`config.mk`:
```
export PLATFORM = sky130hd
export DESIGN_NAME = slb_ctrl
export DESIGN_NICKNAME = d
export VERILOG_FILES = /design/src/rtl/slb_pkg.sv /design/src/rtl/slb_ctrl.sv
export SDC_FILE = /design/constraint.sdc
export NUM_CORES = 1
export LEC_CHECK = 0
export ABC_AREA = 1
export BUFFER_PORTS_ARGS = -buffer_cell sky130_fd_sc_hd__buf_2
export CELL_PAD_IN_SITES_DETAIL_PLACEMENT = 0
export CELL_PAD_IN_SITES_GLOBAL_PLACEMENT = 1
export CORE_MARGIN = 2
export CORE_UTILIZATION = 22
export DETAILED_ROUTE_END_ITERATION = 8
export PLACE_DENSITY = 0.69
export SKIP_LAST_GASP = 1
export SLEW_MARGIN = 40
export SYNTH_ARGS = -nofsm -noshare
export SYNTH_HDL_FRONTEND = slang
export SYNTH_SLANG_ARGS = --single-unit
```
`constraint.sdc`:
```
create_clock -name clk -period 1.1 [get_ports clk]
set_input_delay 0.165 -clock clk [delete_from_list [all_inputs] [get_ports clk]]
set_output_delay 0.165 -clock clk [all_outputs]
set_load 0.1 [all_outputs]
```
`src/rtl/slb_pkg.sv`:
```
`timescale 1ns / 1ps
// ---------------------------------------------------------------------------
// slb_pkg
// Types, constants and helpers of the stop trigger book.
// ---------------------------------------------------------------------------
package slb_pkg;

    localparam int SYMBOLS        = 64;
    localparam int STOPS_PER_SIDE = 16;
    localparam int MAX_RESULTS    = 32;

    localparam int SYM_W   = 6;
    localparam int PRICE_W = 32;
    localparam int ID_W    = 48;
    localparam int KIND_W  = 2;
    localparam int Q_W     = SYM_W + 1;
    localparam int CNT_W   = $clog2(STOPS_PER_SIDE + 1);
    localparam int RES_W   = $clog2(MAX_RESULTS + 1);
    localparam int DEPTH   = 2 * SYMBOLS * STOPS_PER_SIDE;
    localparam int ADDR_W  = $clog2(DEPTH);

    localparam logic CMD_REGISTER = 1'b0;
    localparam logic CMD_PRICE    = 1'b1;

    localparam logic [KIND_W-1:0] KIND_TRIG   = 2'd0;
    localparam logic [KIND_W-1:0] KIND_STORED = 2'd1;
    localparam logic [KIND_W-1:0] KIND_REJECT = 2'd2;
    localparam logic [KIND_W-1:0] KIND_NONE   = 2'd3;

    typedef struct packed {
        logic [PRICE_W-1:0] trig;
        logic [PRICE_W-1:0] lim;
        logic [PRICE_W-1:0] qty;
        logic [ID_W-1:0]    cli;
        logic [ID_W-1:0]    trd;
    } entry_t;

    typedef struct packed {
        logic [KIND_W-1:0]  kind;
        logic [ID_W-1:0]    assigned_id;
        logic [ID_W-1:0]    cli;
        logic [ID_W-1:0]    trd;
        logic               side;
        logic [PRICE_W-1:0] lim;
        logic [PRICE_W-1:0] qty;
        logic [SYM_W-1:0]   sym;
        logic [ID_W-1:0]    otime;
        logic               last;
    } res_t;

    typedef enum logic [3:0] {
        S_IDLE,
        S_META,
        S_DECIDE,
        S_SCAN,
        S_FIRE,
        S_SHRD,
        S_SHWR,
        S_CNTWR,
        S_CNTRD,
        S_CNTLD,
        S_FINAL
    } state_t;

    typedef struct packed {
        logic accept;
        logic cnt_rd;
        logic meta_rd;
        logic decide;
        logic scan_step;
        logic fire;
        logic sh_rd;
        logic sh_wr;
        logic cnt_wr;
        logic buy_side;
        logic cnt_ld;
        logic final_push;
    } dp_cmd_t;

    typedef struct packed {
        logic is_price;
        logic price_go;
        logic scan_done;
        logic found_ok;
        logic fire_go;
        logic shift_more;
        logic side_sell;
        logic out_free;
    } dp_stat_t;

    // Slot address of one stop within its symbol and side
    function automatic logic [ADDR_W-1:0] stop_addr(input logic [Q_W-1:0] q,
                                                    input logic [CNT_W-1:0] slot);
        return ADDR_W'(int'(q) * STOPS_PER_SIDE + int'(slot));
    endfunction

endpackage

```
`src/rtl/slb_ctrl.sv`:
```
`timescale 1ns / 1ps
// ---------------------------------------------------------------------------
// slb_ctrl
// Sequencer of the stop trigger book: steps register, scan, fire and shift.
// ---------------------------------------------------------------------------
module slb_ctrl (
    input  logic              clk,
    input  logic              rst_n,
    input  logic              in_valid,
    output logic              in_stall,
    input  slb_pkg::dp_stat_t stat,
    output slb_pkg::dp_cmd_t  cmd
);
    import slb_pkg::*;

    state_t state_reg;
    state_t state_next;

    // Hold the state
    always_ff @(posedge clk or negedge rst_n)
    begin
        if (!rst_n)
        begin
            state_reg <= S_IDLE;
        end
        else
        begin
            state_reg <= state_next;
        end
    end

    // Advance the sequence
    always_comb
    begin
        state_next = state_reg;
        case (state_reg)
            S_IDLE:
            begin
                if (in_valid)
                begin
                    state_next = S_META;
                end
            end
            S_META:   state_next = S_DECIDE;
            S_DECIDE:
            begin
                if (stat.is_price && stat.price_go)
                begin
                    state_next = S_SCAN;
                end
                else
                begin
                    state_next = S_FINAL;
                end
            end
            S_SCAN:
            begin
                if (stat.scan_done)
                begin
                    if (stat.found_ok)
                    begin
                        state_next = S_FIRE;
                    end
                    else if (stat.side_sell)
                    begin
                        state_next = S_CNTRD;
                    end
                    else
                    begin
                        state_next = S_FINAL;
                    end
                end
            end
            S_FIRE:
            begin
                if (stat.fire_go)
                begin
                    state_next = S_SHRD;
                end
            end
            S_SHRD:
            begin
                if (stat.shift_more)
                begin
                    state_next = S_SHWR;
                end
                else
                begin
                    state_next = S_CNTWR;
                end
            end
            S_SHWR:   state_next = S_SHRD;
            S_CNTWR:  state_next = S_SCAN;
            S_CNTRD:  state_next = S_CNTLD;
            S_CNTLD:  state_next = S_SCAN;
            S_FINAL:
            begin
                if (stat.out_free)
                begin
                    state_next = S_IDLE;
                end
            end
            default:  state_next = S_IDLE;
        endcase
    end

    // Drive datapath commands
    always_comb
    begin
        cmd      = '0;
        in_stall = 1'b1;
        case (state_reg)
            S_IDLE:
            begin
                in_stall   = 1'b0;
                cmd.accept = in_valid;
            end
            S_META:
            begin
                cmd.cnt_rd  = 1'b1;
                cmd.meta_rd = 1'b1;
            end
            S_DECIDE: cmd.decide = 1'b1;
            S_SCAN:
            begin
                cmd.scan_step = 1'b1;
                cmd.buy_side  = stat.scan_done && !stat.found_ok && stat.side_sell;
            end
            S_FIRE:   cmd.fire = stat.fire_go;
            S_SHRD:   cmd.sh_rd = 1'b1;
            S_SHWR:   cmd.sh_wr = 1'b1;
            S_CNTWR:  cmd.cnt_wr = 1'b1;
            S_CNTRD:  cmd.cnt_rd = 1'b1;
            S_CNTLD:  cmd.cnt_ld = 1'b1;
            S_FINAL:  cmd.final_push = stat.out_free;
            default:  cmd = '0;
        endcase
    end

endmodule

```
Yosys cells after proc, flatten, opt, wreduce, memory -nomap -nowiden --
Cells that the tools add are included.
Word-level totals: memory bits (read-only) 0, memories kept 0, register bits after elaboration 4, latch bits 0, logic and storage cells 45, bits in writable memories 0, bits of input ports 11
Operators by class: shifts and indexed selects 0, add/sub/neg operators 0, multipliers 0, order comparisons 0, reductions and logical operators 8, div/mod/pow operators 0, equal/unequal tests 14, bitwise operators 0, muxes and demuxes 22
Operator list (count):
- 4-bit one-hot mux with 10 select lines | 1
- 4-bit 2-to-1 mux | 6
- 4-bit by 3-bit == test with 1-bit output (second input constant) | 4
- 1-bit 2-to-1 mux | 14
- 4-bit == test (second input constant) | 3
- 4-bit by 2-bit == test with 1-bit output (second input constant) | 2
- 2-bit != test (second input constant) | 4
- 4-bit by 1-bit == test with 1-bit output (second input constant) | 1
- 4-bit logical NOT | 1
- 4-bit AND reduction | 1
- 2-bit OR reduction | 2
- 1-bit logical AND | 3
- 2-bit 2-to-1 mux | 1
- 1-bit logical NOT | 1

Longest topological paths before layout --
word-level depth 4, gate-level depth with buffers 9, depth with buffers taken out 9

Worst setup path before layout --
No wires, ideal clock.
kind reg-to-output, from register state_reg[2], to output cmd[2] (netlist name), data arrival time 3642 ps, buffers on the path 0, setup slack -2707 ps, required time 935 ps, cell stages (with the launch flop) 6, cells stage by stage dfrtp_1 > inv_1 > nand2_1 > nor2_2 > nand2_1 > nor3_1
RTL lines:
- start: declaration | RTL line slb_ctrl.sv:16 | state_t state_reg;
- start signal: assignment | RTL line slb_ctrl.sv:28 | state_reg <= state_next;
- end: declaration | RTL line slb_ctrl.sv:12 | output slb_pkg::dp_cmd_t cmd

==> impl_metrics.py <==
metrics = {
    "clock_tree": {
        "insertion_delay_ps": 240,
        "root_buffer": "clkbuf_4",
        "numCtsBuffers": 3,
        "cts_max_path_buffers": 2,
        "cts_sinks": 4,
        "cts_tree": "yes",
        "cts_max_level": 1,
        "path_clk_slew_ps": 40,
    },
    "logic_synthesis": {
        "yosysMostFrequentCell": "nand2_1",
        "yosysWarnings": 0,
        "ys_async_sr_fraction": 1.00,
        "syn-mean-instance-area_um2": 5.10,
        "synth_fp_nets": 93,
        "yosysTopAreaCellShare": 0.278,
        "ys_ff_latch": 4,
        "synth_edf_count": 0,
        "synth_area_um2": 418,
        "synth_cell_types": 11,
        "ys_seq_area_frac": 0.240,
        "synthFlopType": "dfrtp_1",
        "synth_area_leaders": "nand2_1 (28%), dfrtp_1 (24%), nor2_1 (14%)",
        "synth_common_cells": "nand2_1 (31), nor2_1 (16), inv_1 (14), nand3_1 (7), dfrtp_1 (4)",
        "synthCells": 82,
        "synth_area_leader_cell": "nand2_1",
    },
    "die": {
        "dieArea_um2": 2260,
        "core-area_um2": 1760,
        "io_pins": 24,
        "die_h_um": 47.6,
        "initial_utilization": 0.237,
        "die_width_um": 47.6,
        "rows": 15,
    },
    "global_routing": {
        "grt_pass1_wl_mm": 2.65,
        "grt_pass1_vias": 668,
        "grt_max_degree": 8,
        "grt_antenna_before_repair": 0,
        "grtUsageTotal": 0.161,
        "grt-ovfl-total": 0,
    },
    "final_layout": {
        "multi_input_area_um2": 438,
        "largest_reg_flops": 4,
        "nets": 145,
        "drive_gt1_frac": 0.639,
        "register_area_um2": 104,
        "postLayoutCoreUtil": 0.672,
        "diodes": 0,
        "nFillCells": 156,
        "syn2layout_area_growth_pct": 184,
    },
    "route": {
        "vias": 674,
        "drt-initial-drc-count": 6,
        "vias_per_cell": 4.27,
        "drc_errors": 0,
        "wl_per_cell_um": 10.5,
        "ant_nets": 0,
        "wirelength_mm": 1.66,
        "dr.pass1.iters": 4,
    },
    "setup_path": {
        "cp.required_ps": 940,
        "critical_path_arrival_ps": 1370,
        "critPathLaunchType": "flip-flop",
        "end_kind": "output port",
        "cp_max_fo": 4,
        "slowest_delay_ps": 450,
        "critical_path_class": "flip-flop to output port",
        "cpMaxStageDelayCell": "dfrtp_2",
        "cp_cell_sequence": "inv_4 -> nand2_4 -> nor2_4 -> nand2_2 -> nor3_4 -> buf_12",
    },
    "pwr": {
        "total_power_mw": 3.77,
        "power.density_nw_per_um2": 3180,
        "vdd_drop_max_mv": 2.05,
        "leakagePower_nw": 0.587,
    },
    "timing": {
        "grt_setup_unrepaired": "true",
        "clock_skew_ps": 7.99,
        "setup_viol": 17,
        "fin_crit_sh": 1.39,
        "finalWorstPathRequiredPeriod_ps": 1530,
        "finalHoldViolations": 0,
        "fmax_mhz": 653,
        "worst_slew_pin_slew_ps": 255,
        "slew_headroom": 0.829,
        "whs_ps": 265,
        "slew_viol_final": 0,
        "fin_ws_ps": -431,
    },
    "placed_design": {
        "dp_hpwl_mm": 1.23,
        "port_buffers": 23,
        "gp_congestion": 0.838,
    },
    "worst_hold_path": {
        "hold_class": "primary input to async pin",
    },
    "run": {
        "max_cap_violations": 0,
    },
    "status": {
        "violations": "setup timing",
        "outcome": "complete, but fails checks",
    },
}
==> cell usage in the layout (no fill, tap or decap), types with 2 or more instances in the layout <==
| cell type | instances |
|---|---|
| inv_2 | 3 |
| nor2_1 | 5 |
| nand2_2 | 4 |
| buf_12 | 13 |
| nand2_1 | 21 |
| buf_4 | 15 |
| nand3_1 | 6 |
| buf_6 | 8 |
| nand2_4 | 6 |
| nor3_4 | 2 |
| dfrtp_2 | 3 |
| nor2_4 | 8 |
| inv_1 | 10 |
| buf_2 | 10 |
| clkbuf_4 | 3 |
| nor2_2 | 5 |
==> logic make-up (layout without fill, tap and decap cells) <==
logic type,after synthesis,after routing,synth area share
and+or+nand+nor,60,60,0.590
DFF,4,4,0.240
buffers and inverters,15,66,0.135
AOI/OAI and AO/OA,3,3,0.0359
==> critical path, delay by kind of cell (launching register included) <==
family | cells | cell delay, ps
buffers and inverters | 2 | 300
and+or+nand+nor | 4 | 370
DFF | 1 | 450
==> where the power goes <==
part	internal [mW]	switching [mW]
Sequential	0.218	0.122
Combinational	1.30	1.93
Clock	0.136	0.0651
==> path summary, 6_finish.rpt <==
| check | from | end | slack [ps] | depth (start not counted) |
|---|---|---|---|---|
| hold reg to reg | state_reg[1] | state_reg[1] | 650 | 2 |
| setup / recovery | state_reg[2] | cmd[2] | -430 | 6 |
| hold / removal | rst_n | state_reg[0] | 260 | 2 |
| setup reg to reg | state_reg[1] | state_reg[1] | -230 | 8 |
| max in group asynchronous | rst_n | state_reg[2] | 700 | 2 |
| min in group clk | stat[4] | state_reg[2] | 290 | 5 |
==> per-layer routing <==
metal / track usage / share of wire / vias up
met2: 0.300 / 0.56 / 22
met1: 0.202 / 0.39 / 297
met3: 0.0264 / 0.053 / 0
met5: 0 / 0 / -
met4: 0.0162 / 0 / 0
li1: - / - / 355
==> what timing repair did <==
item	4_1_cts	5_1_grt
hold buffers	1	0
hold endpoints to repair	4	0
pin swaps	7	6
resized for setup	18	17
endpoints found under the setup margin	17	17
cloned	0	0
buffers inserted	5	4
==> cell type report <==
| type | instances | share of cell area |
|---|---|---|
| inverter | 15 | 0.0528 |
| tap | 25 | 0.0264 |
| timing repair buffer | 47 | 0.441 |
| multi-input combinational | 63 | 0.370 |
| clock buffer | 4 | 0.0222 |
| sequential | 4 | 0.0876 |
==> through the flow <==
stage / area, um2 / instances / TNS [ps] / worst slack [ps]
after detailed placement: 977 / 146 / -2920 / -216
after CTS: 1110 / 155 / -5880 / -435
final: 1180 / 158 / -5700 / -431
after global routing: 1180 / 158 / -6520 / -485
after floorplan: 515 / 82 / -9030 / -1110
after global placement: 977 / 146 / -2790 / -203
Note: power is estimated with default switching activity, not from simulation.
